==> src/hdl/rhv_pkg.sv <==
// Package for the replica hash vote block: sizes, codes, sequencer states
// and the control/status structs between sequencer and tally unit.
// No dependencies.
`default_nettype none

package rhv_pkg;

  localparam int MAX_PEERS = 16;
  localparam int IDX_W     = $clog2(MAX_PEERS);
  localparam int CNT_W     = $clog2(MAX_PEERS + 1);
  localparam int HASH_W    = 64;
  localparam int ID_W      = 8;
  localparam int DEC_W     = 2;

  localparam logic [CNT_W-1:0] MAX_CNT = CNT_W'(MAX_PEERS);

  typedef enum logic [DEC_W-1:0] {
    DEC_NONE            = 2'd0,
    DEC_MINORITY        = 2'd1,
    DEC_MASTER_MINORITY = 2'd2,
    DEC_ALL             = 2'd3
  } decision_e;

  typedef enum logic [2:0] {
    ST_IDLE,
    ST_CMP,
    ST_WR,
    ST_DEC,
    ST_OUT
  } state_e;

  // sequencer -> tally
  typedef struct packed {
    logic             clr;      // restart accumulators for a new sweep
    logic             dec_mode; // compare against master instead of new hash
    logic             vld;      // read data of entry idx is present
    logic [IDX_W-1:0] idx;
    logic             wr_en;    // store own match count of the new entry
    logic [IDX_W-1:0] wr_idx;
  } tally_ctrl_t;

  // tally -> sequencer
  typedef struct packed {
    logic [CNT_W-1:0] master_matches;
    logic [CNT_W-1:0] largest;
  } tally_stat_t;

endpackage

`default_nettype wire

==> src/hdl/replica_hash_vote_decision.sv <==
// Top level of the replica hash vote block: sequencer, hash store and
// tally unit. Depends on rhv_pkg, rhv_ctrl, rhv_hash_mem, rhv_tally.
//
//   channel | direction | handshake               | payload
//   --------+-----------+-------------------------+------------------------------
//   in      | request   | in_valid_i / in_stall_o | peer_hash_i, claimed_leader_i,
//           |           |                         | node_id_i, last_peer_i
//   out     | result    | out_valid_o/out_stall_i | decision_o
//
// Steps: each peer of a group is captured, compared with the stored entries in a sweep
// through the single read port and shared comparator, then stored. The marked peer
// adds a decide sweep and one result load; a request past capacity is not compared or
// stored, and when marked it goes on to the decide sweep and the load.
// Reset clears the group state and the result valid; the hash store needs no clearing.
// in_stall_o is high unless idle; a stalled result holds and only the next load waits.
`default_nettype none

module replica_hash_vote_decision
  import rhv_pkg::*;
(
  input  wire logic              clk_i,
  input  wire logic              rst_ni,
  input  wire logic              in_valid_i,
  output logic                   in_stall_o,
  input  wire logic [HASH_W-1:0] peer_hash_i,
  input  wire logic [ID_W-1:0]   claimed_leader_i,
  input  wire logic [ID_W-1:0]   node_id_i,
  input  wire logic              last_peer_i,
  output logic                   out_valid_o,
  input  wire logic              out_stall_i,
  output logic      [DEC_W-1:0]  decision_o
);

  logic              mem_wr_en;
  logic [IDX_W-1:0]  mem_wr_addr;
  logic              mem_rd_en;
  logic [IDX_W-1:0]  mem_rd_addr;
  logic [HASH_W-1:0] mem_rd_data;
  logic [HASH_W-1:0] item_hash;
  logic [HASH_W-1:0] master;
  tally_ctrl_t       tally_ctrl;
  tally_stat_t       tally_stat;

  // Sequence each request: compare sweep and store (skipped past capacity), and on
  // the marked peer a decide sweep followed by the result load.
  rhv_ctrl u_ctrl (
    .clk_i            (clk_i),
    .rst_ni           (rst_ni),
    .in_valid_i       (in_valid_i),
    .in_stall_o       (in_stall_o),
    .peer_hash_i      (peer_hash_i),
    .claimed_leader_i (claimed_leader_i),
    .node_id_i        (node_id_i),
    .last_peer_i      (last_peer_i),
    .out_valid_o      (out_valid_o),
    .out_stall_i      (out_stall_i),
    .decision_o       (decision_o),
    .mem_wr_en_o      (mem_wr_en),
    .mem_wr_addr_o    (mem_wr_addr),
    .mem_rd_en_o      (mem_rd_en),
    .mem_rd_addr_o    (mem_rd_addr),
    .item_hash_o      (item_hash),
    .master_o         (master),
    .tally_ctrl_o     (tally_ctrl),
    .tally_stat_i     (tally_stat)
  );

  // Hold the hashes of the current group.
  rhv_hash_mem u_hash_mem (
    .clk_i     (clk_i),
    .wr_en_i   (mem_wr_en),
    .wr_addr_i (mem_wr_addr),
    .wr_data_i (item_hash),
    .rd_en_i   (mem_rd_en),
    .rd_addr_i (mem_rd_addr),
    .rd_data_o (mem_rd_data)
  );

  // Compare each stored hash against the new hash or the master hash and
  // keep the match tallies.
  rhv_tally u_tally (
    .clk_i       (clk_i),
    .rst_ni      (rst_ni),
    .ctrl_i      (tally_ctrl),
    .rd_data_i   (mem_rd_data),
    .item_hash_i (item_hash),
    .master_i    (master),
    .stat_o      (tally_stat)
  );

endmodule

`default_nettype wire

==> src/hdl/rhv_hash_mem.sv <==
// Hash store: one write port, one read port with registered read data.
// Depends on rhv_pkg.
`default_nettype none

module rhv_hash_mem
  import rhv_pkg::*;
(
  input  wire logic              clk_i,
  input  wire logic              wr_en_i,
  input  wire logic [IDX_W-1:0]  wr_addr_i,
  input  wire logic [HASH_W-1:0] wr_data_i,
  input  wire logic              rd_en_i,
  input  wire logic [IDX_W-1:0]  rd_addr_i,
  output logic      [HASH_W-1:0] rd_data_o
);

  logic [HASH_W-1:0] mem [MAX_PEERS];

  always_ff @(posedge clk_i) begin
    if (wr_en_i) begin
      mem[wr_addr_i] <= wr_data_i;
    end
  end

  always_ff @(posedge clk_i) begin
    if (rd_en_i) begin
      rd_data_o <= mem[rd_addr_i];
    end
  end

endmodule

`default_nettype wire

==> src/hdl/rhv_tally.sv <==
// Tally unit: shared 64-bit equality comparator, per-entry match counts and
// the sweep accumulators (own matches, master matches, largest group).
// Depends on rhv_pkg.
`default_nettype none

module rhv_tally
  import rhv_pkg::*;
(
  input  wire logic              clk_i,
  input  wire logic              rst_ni,
  input  wire tally_ctrl_t       ctrl_i,
  input  wire logic [HASH_W-1:0] rd_data_i,
  input  wire logic [HASH_W-1:0] item_hash_i,
  input  wire logic [HASH_W-1:0] master_i,
  output tally_stat_t            stat_o
);

  logic [CNT_W-1:0]  cnt_q [MAX_PEERS];
  logic [CNT_W-1:0]  same_q, same_d;
  logic [CNT_W-1:0]  mm_q, mm_d;
  logic [CNT_W-1:0]  largest_q, largest_d;
  logic [HASH_W-1:0] operand;
  logic              eq;
  logic [CNT_W-1:0]  cur_cnt;

  assign operand = ctrl_i.dec_mode ? master_i : item_hash_i;
  assign eq      = (rd_data_i == operand);
  assign cur_cnt = cnt_q[ctrl_i.idx];

  always_comb begin
    same_d    = same_q;
    mm_d      = mm_q;
    largest_d = largest_q;
    if (ctrl_i.clr) begin
      same_d    = CNT_W'(1);
      mm_d      = '0;
      largest_d = '0;
    end else if (ctrl_i.vld) begin
      if (ctrl_i.dec_mode) begin
        if (eq) begin
          mm_d = mm_q + CNT_W'(1);
        end
        if (cur_cnt > largest_q) begin
          largest_d = cur_cnt;
        end
      end else if (eq) begin
        same_d = same_q + CNT_W'(1);
      end
    end
  end

  always_ff @(posedge clk_i or negedge rst_ni) begin
    if (!rst_ni) begin
      same_q    <= CNT_W'(1);
      mm_q      <= '0;
      largest_q <= '0;
    end else begin
      same_q    <= same_d;
      mm_q      <= mm_d;
      largest_q <= largest_d;
    end
  end

  // Bump the count of a stored entry that matches the new hash; store the
  // new entry's own count once its sweep is done.
  always_ff @(posedge clk_i) begin
    if (ctrl_i.wr_en) begin
      cnt_q[ctrl_i.wr_idx] <= same_q;
    end else if (ctrl_i.vld && !ctrl_i.dec_mode && !ctrl_i.clr && eq) begin
      cnt_q[ctrl_i.idx] <= cur_cnt + CNT_W'(1);
    end
  end

  assign stat_o.master_matches = mm_q;
  assign stat_o.largest        = largest_q;

endmodule

`default_nettype wire

==> src/hdl/rhv_ctrl.sv <==
// Sequencer: request capture, group state, compare/decide sweeps over the
// hash store, decision logic and the result register.
// Depends on rhv_pkg.
`default_nettype none

module rhv_ctrl
  import rhv_pkg::*;
(
  input  wire logic              clk_i,
  input  wire logic              rst_ni,
  input  wire logic              in_valid_i,
  output logic                   in_stall_o,
  input  wire logic [HASH_W-1:0] peer_hash_i,
  input  wire logic [ID_W-1:0]   claimed_leader_i,
  input  wire logic [ID_W-1:0]   node_id_i,
  input  wire logic              last_peer_i,
  output logic                   out_valid_o,
  input  wire logic              out_stall_i,
  output logic      [DEC_W-1:0]  decision_o,
  output logic                   mem_wr_en_o,
  output logic      [IDX_W-1:0]  mem_wr_addr_o,
  output logic                   mem_rd_en_o,
  output logic      [IDX_W-1:0]  mem_rd_addr_o,
  output logic      [HASH_W-1:0] item_hash_o,
  output logic      [HASH_W-1:0] master_o,
  output tally_ctrl_t            tally_ctrl_o,
  input  wire tally_stat_t       tally_stat_i
);

  state_e            state_q, state_d;
  logic [HASH_W-1:0] hash_q;
  logic              lead_eq_q;
  logic              last_q;
  logic [CNT_W-1:0]  count_q, count_d;
  logic [HASH_W-1:0] master_q, master_d;
  logic              found_q, found_d;
  logic              zero_q, zero_d;
  logic [CNT_W-1:0]  rd_idx_q, rd_idx_d;
  logic              p_vld_q;
  logic [IDX_W-1:0]  p_idx_q;
  logic              out_valid_q, out_valid_d;
  decision_e         decision_q, decision_d;
  logic              accept;
  logic              issue;
  logic              sweep;
  logic              load;
  logic [CNT_W-1:0]  thr;

  assign accept = in_valid_i && (state_q == ST_IDLE);
  assign sweep  = (state_q == ST_CMP) || (state_q == ST_DEC);
  assign issue  = sweep && (rd_idx_q < count_q);
  assign load   = (state_q == ST_OUT) && (!out_valid_q || !out_stall_i);

  // Next state.
  always_comb begin
    state_d = state_q;
    case (state_q)
      ST_IDLE: begin
        if (accept) begin
          if (count_q == MAX_CNT) begin
            state_d = last_peer_i ? ST_DEC : ST_IDLE;
          end else begin
            state_d = ST_CMP;
          end
        end
      end
      ST_CMP: begin
        if (!issue && !p_vld_q) begin
          state_d = ST_WR;
        end
      end
      ST_WR: begin
        state_d = last_q ? ST_DEC : ST_IDLE;
      end
      ST_DEC: begin
        if (!issue && !p_vld_q) begin
          state_d = ST_OUT;
        end
      end
      ST_OUT: begin
        if (load) begin
          state_d = ST_IDLE;
        end
      end
      default: state_d = ST_IDLE;
    endcase
  end

  // Decision from the finished decide sweep.
  always_comb begin
    thr = {1'b0, count_q[CNT_W-1:1]} + CNT_W'(1);
    if (zero_q) begin
      decision_d = DEC_NONE;
    end else if (tally_stat_i.master_matches == count_q) begin
      decision_d = DEC_NONE;
    end else if (tally_stat_i.master_matches >= thr) begin
      decision_d = DEC_MINORITY;
    end else if (tally_stat_i.largest >= thr) begin
      decision_d = DEC_MASTER_MINORITY;
    end else begin
      decision_d = DEC_ALL;
    end
  end

  // Group state, read index and result register updates.
  always_comb begin
    count_d     = count_q;
    master_d    = master_q;
    found_d     = found_q;
    zero_d      = zero_q;
    rd_idx_d    = rd_idx_q;
    out_valid_d = out_valid_q;
    if (out_valid_q && !out_stall_i) begin
      out_valid_d = 1'b0;
    end
    if (issue) begin
      rd_idx_d = rd_idx_q + CNT_W'(1);
    end
    if (state_d != state_q && (state_d == ST_CMP || state_d == ST_DEC)) begin
      rd_idx_d = '0;
    end
    if (state_q == ST_WR) begin
      count_d = count_q + CNT_W'(1);
      if (!found_q && lead_eq_q) begin
        found_d  = 1'b1;
        master_d = hash_q;
      end
      if (hash_q == '0) begin
        zero_d = 1'b1;
      end
    end
    if (load) begin
      out_valid_d = 1'b1;
      count_d     = '0;
      master_d    = '0;
      found_d     = 1'b0;
      zero_d      = 1'b0;
    end
  end

  always_ff @(posedge clk_i or negedge rst_ni) begin
    if (!rst_ni) begin
      state_q     <= ST_IDLE;
      count_q     <= '0;
      master_q    <= '0;
      found_q     <= 1'b0;
      zero_q      <= 1'b0;
      rd_idx_q    <= '0;
      p_vld_q     <= 1'b0;
      out_valid_q <= 1'b0;
    end else begin
      state_q     <= state_d;
      count_q     <= count_d;
      master_q    <= master_d;
      found_q     <= found_d;
      zero_q      <= zero_d;
      rd_idx_q    <= rd_idx_d;
      p_vld_q     <= issue;
      out_valid_q <= out_valid_d;
    end
  end

  always_ff @(posedge clk_i) begin
    if (accept) begin
      hash_q    <= peer_hash_i;
      lead_eq_q <= (claimed_leader_i == node_id_i);
      last_q    <= last_peer_i;
    end
    if (issue) begin
      p_idx_q <= rd_idx_q[IDX_W-1:0];
    end
    if (load) begin
      decision_q <= decision_d;
    end
  end

  // Outputs toward memory, tally and ports.
  always_comb begin
    in_stall_o            = (state_q != ST_IDLE);
    out_valid_o           = out_valid_q;
    decision_o            = decision_q;
    mem_rd_en_o           = issue;
    mem_rd_addr_o         = rd_idx_q[IDX_W-1:0];
    mem_wr_en_o           = (state_q == ST_WR);
    mem_wr_addr_o         = count_q[IDX_W-1:0];
    item_hash_o           = hash_q;
    master_o              = master_q;
    tally_ctrl_o.clr      = (state_d != state_q) && (state_d == ST_CMP || state_d == ST_DEC);
    tally_ctrl_o.dec_mode = (state_q == ST_DEC);
    tally_ctrl_o.vld      = p_vld_q;
    tally_ctrl_o.idx      = p_idx_q;
    tally_ctrl_o.wr_en    = (state_q == ST_WR);
    tally_ctrl_o.wr_idx   = count_q[IDX_W-1:0];
  end

endmodule

`default_nettype wire

==> config.mk <==
export PLATFORM = sky130hd
export DESIGN_NAME = replica_hash_vote_decision
export DESIGN_NICKNAME = d
export VERILOG_FILES = /design/src/hdl/rhv_pkg.sv /design/src/hdl/replica_hash_vote_decision.sv /design/src/hdl/rhv_hash_mem.sv /design/src/hdl/rhv_tally.sv /design/src/hdl/rhv_ctrl.sv
export SDC_FILE = /design/constraint.sdc
export NUM_CORES = 1
export LEC_CHECK = 0
export ABC_CLOCK_PERIOD_IN_PS = 7800
export BUFFER_PORTS_ARGS = -buffer_cell sky130_fd_sc_hd__buf_4
export CAP_MARGIN = 20
export CORE_ASPECT_RATIO = 0.6
export CORE_MARGIN = 3
export CORE_UTILIZATION = 25
export DETAILED_ROUTE_END_ITERATION = 10
export GPL_TIMING_DRIVEN = 0
export PLACE_DENSITY_LB_ADDON = 0.08
export SLEW_MARGIN = 40
export SYNTH_ARGS = -nofsm -noshare
export SYNTH_HDL_FRONTEND = slang
export SYNTH_SLANG_ARGS = --single-unit
==> constraint.sdc <==
create_clock -name clk_i -period 7.8 [get_ports clk_i]
set_input_delay 0.78 -clock clk_i [delete_from_list [all_inputs] [get_ports clk_i]]
set_output_delay 0.78 -clock clk_i [all_outputs]
set_load 0.05 [all_outputs]
# ---- Word level (Yosys, flattened, before mapping)
# Memory sizes are Yosys's and may differ from the RTL's. A register that Yosys moved wholly into a read port is not among the register bits.
# Index checks and enable logic that the tools add are counted.
dict set report word_totals {
  regBits 168
  mem_bits_rw 1104
  input_bits 85
  output_inout_bits 4
  wordCells 128
  n_memories 2
}
# memory words width rd rd_ports_with_merged_regs write_ports line
set mem_list {}
lappend mem_list {u_hash_mem.mem 16 64 1 1 1 rhv_hash_mem.sv:17} ;# logic [HASH_W-1:0] mem [MAX_PEERS];
lappend mem_list {u_tally.cnt_q 16 5 1 1 1 rhv_tally.sv:18} ;# logic [CNT_W-1:0] cnt_q [MAX_PEERS];
dict set report op_classes {
  addsub 6
  magnitude_cmp 4
  n_eq_ne 12
  n_mux 47
  reduce_logical 40
}
# op n
set op_table {}
lappend op_table {{64-bit 2-to-1 mux} 4}
lappend op_table {{5-bit 2-to-1 mux} 17}
lappend op_table {{64-bit == test} 1}
lappend op_table {{64-bit zero test} 1}
lappend op_table {{5-bit by 1-bit adder with 5-bit output, second input constant} 5}
lappend op_table {{2-bit nonzero test} 9}
lappend op_table {{1-bit 2-to-1 mux} 16}
lappend op_table {{3-bit 2-to-1 mux} 5}
lappend op_table {{3-bit one-hot mux with 5 select lines} 1}
lappend op_table {{5-bit greater-or-equal comparator} 2}
lappend op_table {{1-bit logical AND} 10}
lappend op_table {{3-bit by 2-bit == test with 1-bit output, second input constant} 3}
lappend op_table {{3-bit AND reduction} 3}
lappend op_table {{8-bit == test} 1}
lappend op_table {{4-bit 2-to-1 mux} 2}
lappend op_table {{1-bit zero test} 7}
lappend op_table {{3-bit by 1-bit == test with 1-bit output, second input constant} 2}
lappend op_table {{4-bit by 1-bit adder with 5-bit output, second input constant} 1}
lappend op_table {{5-bit == test} 1}
lappend op_table {{5-bit == test, second input constant} 1}
lappend op_table {{5-bit > comparator} 1}
lappend op_table {{5-bit < comparator} 1}
lappend op_table {{5-bit OR reduction} 1}
lappend op_table {{2-bit 2-to-1 mux} 2}
lappend op_table {{other kinds (9)} 12}

# ---- Depth between registers and ports, before layout
# Gate-level depths: netlist (run 1).
dict set report logic_depth {
  depth_word 18
  mapped_depth 14
  ltp_nobuf 12
}

# ---- Hierarchy
# A second synthesis (run 1) with hierarchy kept.
dict set report unflattened {
  cells_unflattened 2633
  area_unflattened_um2 52302.7
}
# mod n_inst cells_per_inst area_per_inst_um2 seq_area_each_um2
set modules_own_cells {}
lappend modules_own_cells {rhv_hash_mem 1 1647 40223.6 32671.3}
lappend modules_own_cells {rhv_ctrl 1 529 6251.0 4189.0}
lappend modules_own_cells {rhv_tally 1 457 5828.1 2778.9}

# ---- Least setup slack after synthesis (run 1)
# OpenSTA, ideal clock, no wires.
dict set report synth_path {
  path_kind {register -> register}
  startpoint {register u_ctrl.state_q[2]}
  endpoint {memory u_tally.cnt_q[0][0] (netlist name) (data pin)}
  setup_time_ps 296
  arrival_time_ps 6224
  required_ps 7504
  setup_slack_ps 1280
  path_stages_with_launch 8
  n_path_buf 2
  period_less_slack_ps 6520
  cell_sequence {dfrtp_1 clkbuf_1 or3_1 nor2_1 o21ai_0 o2111ai_1 buf_2 mux2i_1}
}
dict set report synth_via {
  word_cells_on_any_way 33
  classes_between {8 x eq/ne; 10 x mux; 15 x reduce/logical}
}
# element line
set synth_rtl {}
lappend synth_rtl {{start: declaration} rhv_ctrl.sv:30} ;# state_e state_q, state_d;
lappend synth_rtl {{start signal: assignment} rhv_ctrl.sv:152} ;# state_q <= state_d;
lappend synth_rtl {{3-bit zero test (*)} rhv_ctrl.sv:49} ;# assign accept = in_valid_i && (state_q == ST_IDLE);
lappend synth_rtl {{1-bit logical AND (*)} rhv_ctrl.sv:49}
lappend synth_rtl {{named net u_ctrl.accept} rhv_ctrl.sv:43} ;# logic accept;
lappend synth_rtl {{3-bit 2-to-1 mux (*)} rhv_ctrl.sv:59} ;# if (accept) begin
lappend synth_rtl {{3-bit one-hot mux with 5 select lines (*)} rhv_ctrl.sv:57} ;# case (state_q)
lappend synth_rtl {{3-bit by 1-bit == test with 1-bit output or 3-bit by 2-bit == test with 1-bit output (tied branches)} rhv_ctrl.sv:188} ;# tally_ctrl_o.clr = (state_d != state_q) && (state_d == ST_CMP || state_d == ST_DEC);
lappend synth_rtl {{1-bit logical OR} rhv_ctrl.sv:188}
lappend synth_rtl {{1-bit logical AND (*)} rhv_ctrl.sv:188}
lappend synth_rtl {{1-bit zero test (*)} rhv_tally.sv:69} ;# end else if (ctrl_i.vld && !ctrl_i.dec_mode && !ctrl_i.clr && eq) begin
lappend synth_rtl {{1-bit logical AND (*) (2 in a row)} rhv_tally.sv:69}
lappend synth_rtl {{1-bit 2-to-1 mux (*)} rhv_tally.sv:69}
lappend synth_rtl {{1-bit 2-to-1 mux (*)} rhv_tally.sv:67} ;# if (ctrl_i.wr_en) begin
lappend synth_rtl {{1-bit 2-to-1 mux (implied by the code) (*)} rhv_tally.sv:70} ;# cnt_q[ctrl_i.idx] <= cur_cnt + CNT_W'(1);
lappend synth_rtl {{5-bit OR reduction (no line) (*)} -}
lappend synth_rtl {{5-bit 2-to-1 mux (no line) (*)} -}
lappend synth_rtl {{end: declaration} rhv_tally.sv:18}
# The timed path passes the listed nets; every way through them passes the cells marked *.

# ---- Final worst setup path (run 1)
dict set report layout_path {
  startpoint {register u_ctrl.state_q[0]}
  endpoint {memory u_tally.cnt_q[1][3] (netlist name), enable pin}
}
dict set report layout_via {
  elab_chain_len 18
  word_cells_on_any_way 36
  classes_between {8 x eq/ne; 13 x mux; 15 x reduce/logical}
}
# element line
set layout_rtl {}
lappend layout_rtl {{3-bit by 1-bit == test with 1-bit output or 3-bit by 2-bit == test with 1-bit output (tied branches)} {rhv_ctrl.sv:50, rhv_ctrl.sv:57, rhv_ctrl.sv:189}}
lappend layout_rtl {{1-bit logical OR} rhv_ctrl.sv:50} ;# assign sweep = (state_q == ST_CMP) || (state_q == ST_DEC);
lappend layout_rtl {{1-bit logical AND} rhv_ctrl.sv:51} ;# assign issue = sweep && (rd_idx_q < count_q);
lappend layout_rtl {{1-bit zero test} {rhv_ctrl.sv:68, rhv_ctrl.sv:76}}
lappend layout_rtl {{1-bit logical AND} {rhv_ctrl.sv:68, rhv_ctrl.sv:76}}
lappend layout_rtl {{3-bit 2-to-1 mux (on tied branches)} {rhv_ctrl.sv:76, rhv_ctrl.sv:68}}
lappend layout_rtl {{3-bit one-hot mux with 5 select lines} rhv_ctrl.sv:57}
lappend layout_rtl {{3-bit by 1-bit == test with 1-bit output or 3-bit by 2-bit == test with 1-bit output (tied branches)} rhv_ctrl.sv:188}
lappend layout_rtl {{1-bit logical OR} rhv_ctrl.sv:188}
lappend layout_rtl {{1-bit logical AND} rhv_ctrl.sv:188}
lappend layout_rtl {{1-bit zero test} rhv_tally.sv:69}
lappend layout_rtl {{1-bit logical AND (2 in a row)} rhv_tally.sv:69}
lappend layout_rtl {{1-bit 2-to-1 mux} rhv_tally.sv:69}
lappend layout_rtl {{1-bit 2-to-1 mux} rhv_tally.sv:67}
lappend layout_rtl {{1-bit 2-to-1 mux (implied by the code)} rhv_tally.sv:70}
lappend layout_rtl {{5-bit OR reduction (no line)} -}
lappend layout_rtl {{4-bit 2-to-1 mux (no line) or 1-bit 2-to-1 mux (tied branches)} -}
# Parallel ways exist; a longest one is shown, timed or not.

==> key figures, run 1 <==
Logic synthesis
  – Synth Net Count: 2701
  – Share of Yosys cell area claimed by the top area cell type: 0.705
  – Mapped Cells: 2588
  – Async S/R FF share, synth: 0.0716
  – FF+latch count, synth: 1340
  – EDFF count, synth: 1240
  – Area leader, netlist: edfxtp_1
  – Count leader, synth: edfxtp_1
  – Synth unique cells: 73
  – Synth area leaders: edfxtp_1 (71%), mux4_2 (15%), dfrtp_1 (4.5%)
  – Post-Synthesis Cell Area: 52800 µm²
  – Mean post-synth cell area: 20.4 µm²
  – Synth warn: 0
  – Dominant synthesized flop cell: edfxtp_1
  – Register area share after synthesis: 0.752
  – Synth cell count leaders: edfxtp_1 (1240), mux4_2 (345), nand2_1 (185), dfrtp_1 (95), clkbuf_1 (82)

Clocking
  – Clock root buffer: clkbuf_16
  – Clk buf depth: 4
  – CTS buffer count: 148
  – CTS tree: yes
  – Sinks on Clock Net: 1340
  – Clock Latency Late Sink: 790 ps
  – Clk pin slew, worst setup/hold paths: 60 ps
  – Post_cts resized: 0
  – Htree depth: 4

Critical path
  – Bufs and invs on worst path: 5
  – Crit path arrival time: 5870 ps
  – Largest delay contributor family on the critical path: simple AND/OR/NAND/NOR gates
  – Critical Path RT: 8190 ps
  – CP Class: reg -> reg
  – Critical Path Fanout Max: 10
  – WP depth: 13
  – Worst path slowest cell: nor3_1
  – R2R depth: 13
  – Crit-path cells: buf_4, and3b_1, buf_2, buf_12, buf_2, mux2i_1, xnor2_1, nor4_1, nand4_1, nor3_1, o2111ai_1, buf_2, o31ai_2
  – Critical Path Source Type: flop
  – Cell mode on critical path: buf_2
  – Crit-path max cell delay: 900 ps
  – Setup crit end kind: flop

GRT
  – Largest net degree at the start of global routing: 39
  – GR peak layer: met1
  – GR Util met3: 0.0375
  – Global-route wire length before repair: 238000 µm
  – Initial antenna violation count: 21
  – Gr usage total: 0.159
  – GRT overflow: 0
  – Vias in the first global route: 28006
  – Met2 usage in global routing: 0.221
  – GR Util met1: 0.246

Routing
  – Drt first pass iters: 5
  – DR vias: 27789
  – Drt wl/cell: 30.2 µm
  – ANT nets after route: 0
  – Vias per cell: 4.81
  – # DRC: 0
  – Post-Route WL: 174000 µm
  – Initial DRC Count: 3249

Cells and area
  – Non-filler instance count after layout: 5779
  – Post-route cell area: 63300 µm²
  – Register Area: 39700 µm²
  – Nets: 3033
  – Syn-to-layout area delta: 19.9%
  – Filler cells: 20086
  – Footprint of the multi-input gates: 12500 µm²
  – Share of cells above drive strength 1: 0.280

Power
  – PD cells: 354 nW/µm²
  – Pwr Total: 22.4 mW
  – LEAKAGE: 20.1 nW
  – VDD IR-drop max: 152 µV

STA
  – Fin Clk Skew: 38.1 ps
  – Final hold vios: 0
  – Tcrit/Tclk final: 0.703
  – Max Clock Freq: 0.182 GHz
  – Crit path time final: 5480 ps
  – Final setup violation count: 0
  – Actual slew at the worst max-slew pin: 984 ps
  – Rel. slew slack: 0.339
  – Min Hold Slack: 165 ps
  – RSZ-0062 raised after global routing: no
  – Slew Limit Fails: 0

Die
  – Initial core utilization: 0.254
  – Die Footprint: 217000 µm²
  – CORE AREA: 208000 µm²
  – # IOs: 89
  – Row cnt: 129
  – Horiz. Die Dim: 599 µm
  – Die outline height: 362 µm

Place
  – Hpwl dp: 118000 µm
  – Placed insts: 5497
  – Placed instance area: 58500 µm²
  – IO buf count: 88
  – Final GP Congestion: 0.878

Flow run
  – Max-cap check violation count: 0

Hold path
  – Tightest Hold Check Type: in -> reg
  – Worst Hold Depth: 1

Run status
  – Run status: finished, final reports clean
[timing repair]
| action | CTS | global route |
|---|---|---|
| hold endpoints to repair | 24 | 0 |
| hold buffers | 1 | 0 |
| setup buffers | 0 | 0 |
[metrics by stage]
stage	utilization	setup slack (ps)	TNS (ps)
after floorplan	-	1280	0
after global placement	0.273	-6450	-1113110
after detailed placement	0.281	2400	0
after CTS	0.303	2420	0
after global routing	0.304	2210	0
final	0.304	2320	0
[routing by layer]
layer | up-vias | part of all wire
met5 | - | 0
met4 | 0 | 0.024
met3 | 231 | 0.066
met2 | 999 | 0.41
met1 | 15237 | 0.50
li1 | 11322 | -
[layout make-up]
cell class / instances / area share
Sequential cell: 1340 / 0.628
Multi-Input combinational cell: 1068 / 0.198
Clock buffer: 187 / 0.0620
Tap cell: 2751 / 0.0544
Timing Repair Buffer: 182 / 0.0361
Buffer: 125 / 0.00979
Clock inverter: 64 / 0.00848
Inverter: 55 / 0.00326
Antenna cell: 7 / 0.000277
[cell families after synthesis]
logic type / after synthesis / share of synthesized area
flops: 1340 / 0.752
buf+inv: 180 / 0.0139
fa+ha+maj: 28 / 0.00664
simple gates: 401 / 0.0373
mux: 387 / 0.155
compound gates: 180 / 0.0226
xor+xnor: 72 / 0.0119
[path summary, 6_finish.rpt]
check,startpoint,endpoint,slack (ps)
worst min register to register,u_ctrl.rd_idx_q[0],u_ctrl.p_idx_q[0],480
max in group asynchronous,rst_ni,u_ctrl.master_o[38],6540
min in group asynchronous,rst_ni,u_ctrl.count_q[2],460
worst max-delay path,u_ctrl.state_q[0],u_tally.cnt_q[1][3],2320
worst max register to register,u_ctrl.state_q[0],u_tally.cnt_q[1][3],2320
worst min-delay path,peer_hash_i[41],u_ctrl.item_hash_o[41],170
[layout by cell type (no fill, tap or decap), types with 46 or more instances in the layout]
cell type  count
clkbuf_16    151
buf_4         93
nand2_1      185
edfxtp_1    1240
inv_1         54
clkbuf_1      70
o21ai_0       60
mux4_2       345
buf_12        53
clkbuf_2      46
dfrtp_1       95
[worst reg2reg max path, stage by stage (launching register included)]
cell	delay [ps]
dfrtp_1	320
buf_4	170
and3b_1	230
buf_2	190
buf_12	170
buf_2	420
mux2i_1	300
xnor2_1	250
nor4_1	350
nand4_1	340
nor3_1	900
o2111ai_1	380
buf_2	350
o31ai_2	750
[where the power goes]
group | leakage [nW] | switching [mW] | internal [mW] | total (mW)
Combinational | 5.50 | 3.60 | 2.37 | 5.96
Sequential | 12.4 | 0.755 | 8.95 | 9.70
Clock | 2.18 | 2.86 | 3.85 | 6.70
[registers in the layout (all words and copies together) (netlist names), named ones only]
name                  cells
u_ctrl.found_q            1
u_ctrl.last_q             1
u_ctrl.state_q            3
u_ctrl.count_q            5
u_tally.mm_q              5
u_ctrl.zero_q             1
u_ctrl.master_o          64
u_hash_mem.rd_data_o     64
u_ctrl.out_valid_o        1
u_ctrl.p_idx_q            4
u_ctrl.p_vld_q            1
u_ctrl.rd_idx_q           5
u_tally.largest_q         5
u_hash_mem.mem         1024
u_ctrl.decision_o         2
u_tally.cnt_q            80
u_ctrl.lead_eq_q          1
u_ctrl.item_hash_o       64
u_tally.same_q            5
(Power assumes the default switching activity.)
==> run 2, diff against run 1 <==
--- a/config.mk
+++ b/config.mk
@@ -5,7 +5,7 @@
 export SDC_FILE = /design/constraint.sdc
 export NUM_CORES = 1
 export LEC_CHECK = 0
-export ABC_CLOCK_PERIOD_IN_PS = 7800
+export ABC_CLOCK_PERIOD_IN_PS = 4900
 export BUFFER_PORTS_ARGS = -buffer_cell sky130_fd_sc_hd__buf_4
 export CAP_MARGIN = 20
 export CORE_ASPECT_RATIO = 0.6
==> constraint.sdc (replaced) <==
create_clock -name clk_i -period 4.9 [get_ports clk_i]
set_input_delay 0.49 -clock clk_i [delete_from_list [all_inputs] [get_ports clk_i]]
set_output_delay 0.49 -clock clk_i [all_outputs]
set_load 0.05 [all_outputs]
==> key figures, run 2 (same netlist as run 1, synthesis figures left out) <==
Run status
  – Run status: finished, final reports clean

Cells and area
  – Syn-to-layout area delta: 21.3%
  – Most common cell after layout, fill and taps aside: edfxtp_1
  – Register bank with the most flops: u_hash_mem.mem
  – Most frequent cells in the layout: edfxtp_1 (1240), mux4_2 (345), nand2_1 (185), clkbuf_16 (151), dfrtp_1 (95)
  – Nets: 3101
  – Largest registers: u_hash_mem.mem (1024), u_tally.cnt_q (80)
  – Footprint of the multi-input gates: 12700 µm²
  – Share of cells above drive strength 1: 0.274
  – Max reg flops: 1024
  – Register Area: 39700 µm²
  – Filler cells: 20055
  – Non-filler instance count after layout: 5841

Critical path
  – Critical Path RT: 5300 ps
  – Critical Path Fanout Max: 10
  – Critical Path Source Type: flop
  – CP Class: reg -> reg
  – Crit path arrival time: 5200 ps
  – Setup crit end kind: flop

STA
  – Slew Limit Fails: 0
  – Final hold vios: 0
  – Rel. slew slack: 0.412
  – Min Hold Slack: 110 ps
  – Final setup violation count: 0
  – RSZ-0062 raised after global routing: yes
  – Fin Clk Skew: 28.1 ps
  – Crit path time final: 4800 ps
  – Actual slew at the worst max-slew pin: 875 ps
  – Tcrit/Tclk final: 0.981
  – Max Clock Freq: 0.208 GHz

Clocking
  – Clk buf depth: 4
  – CTS buffer count: 146
  – Clock root buffer: clkbuf_16
  – Sinks on Clock Net: 1340
  – Htree depth: 4
  – Clock Latency Late Sink: 790 ps
  – CTS tree: yes
  – Clk pin slew, worst setup/hold paths: 60 ps

Die
  – Initial core utilization: 0.254
  – Horiz. Die Dim: 599 µm
  – Row cnt: 129
  – # IOs: 89
  – Die outline height: 362 µm
  – CORE AREA: 208000 µm²
  – Die Footprint: 217000 µm²

Routing
  – Vias per cell: 4.76
  – Post-Route WL: 172000 µm
  – # DRC: 0
  – DR vias: 27823
  – ANT nets after route: 0
  – Drt first pass iters: 5
  – Drt wl/cell: 29.5 µm
  – Initial DRC Count: 2832

Power
  – PD cells: 554 nW/µm²
  – LEAKAGE: 20.3 nW
  – VDD IR-drop max: 225 µV

Place
  – Hpwl dp: 118000 µm
  – Placed insts: 5500
  – IO buf count: 88
  – Final GP Congestion: 0.888

GRT
  – Largest net degree at the start of global routing: 52
  – Initial antenna violation count: 15
  – Gr usage total: 0.158
  – Vias in the first global route: 28266
  – GRT overflow: 0
  – Global-route wire length before repair: 237000 µm

Hold path
  – Tightest Hold Check Type: in -> async

Flow run
  – Max-cap check violation count: 0
-- run 2: cell types whose count changed in the layout (fill, tap and decap cells not counted), sizes merged, moves of 3 or more --
cell,delta
diode,-4
dlygate4sd3,+66
clkbuf,+6
clkinv,-4
bufinv,-4
buf,+3
-- run 2: repair_timing --
action | in CTS | in global routing
endpoints found under the setup margin | 144 | 144
pin swaps | 2 | 4
resized for setup | 10 | 9
endpoints found under the hold margin | 122 | 0
hold buffers | 67 | 0
buffers inserted | 3 | 2
-- run 2: final timing paths --
| kind | cells after the start | startpoint | slack [ps] | endpoint |
|---|---|---|---|---|
| setup / recovery | 11 | u_ctrl.state_q[0] | 100 | u_tally.cnt_q[7][3] |
| hold / removal | 2 | rst_ni | 110 | u_tally.largest_q[3] |
| setup reg to reg | 11 | u_ctrl.state_q[0] | 100 | u_tally.cnt_q[7][3] |
| hold reg to reg | 0 | u_ctrl.rd_idx_q[0] | 500 | u_ctrl.p_idx_q[0] |
| max in group asynchronous | 4 | rst_ni | 3920 | u_ctrl.master_o[33] |
| min in group clk_i | 4 | claimed_leader_i[7] | 130 | u_ctrl.lead_eq_q |
-- run 2: worst max-delay path: stages (launching register included) --
cell,delay (ps)
dfrtp_1,360
buf_4,170
nand3b_1,390
clkbuf_1,580
buf_2,420
a21oi_1,210
a2111oi_0,370
nand2_1,300
nor3_4,360
o2111ai_1,270
buf_2,350
o21ai_1,590
-- run 2: layer usage --
metal / up-vias / track usage / wire, µm
li1: 11454 / - / -
met1: 15298 / 0.251 / 88600
met2: 868 / 0.223 / 71900
met3: 203 / 0.0300 / 9380
met4: 0 / 0.0275 / 2590
met5: - / 0 / 0
-- run 2: where the power goes --
part,total [mW],internal [mW],switching (mW)
Clock,10.4,5.90,4.50
Combinational,9.62,3.84,5.77
Sequential,15.4,14.2,1.20
-- run 2: area by class of cell --
class,instances,share of cell area
plain buffers,125,0.00975
repair buffers,252,0.0477
clock buffers,192,0.0616
inverters,55,0.00322
diodes,3,0.000117
flip-flops and latches,1340,0.620
well taps,2751,0.0537
clock inverters,55,0.00608
multi-input cells,1068,0.198
-- run 2: through the flow --
stage          setup TNS [ps]   util  total power [mW]  area [µm²]  setup WS (ps)
2_1_floorplan               0      -              20.6       52800            134
3_3_place_gp         -2054720  0.273              24.9       56900          -2580
3_5_place_dp           -33020  0.282              25.2       58600           -394
4_1_cts                     0  0.306              35.9       63700           31.4
5_1_grt                  -879  0.308              37.1       64000          -90.7
6_report                    0  0.308              35.5       64000           95.4
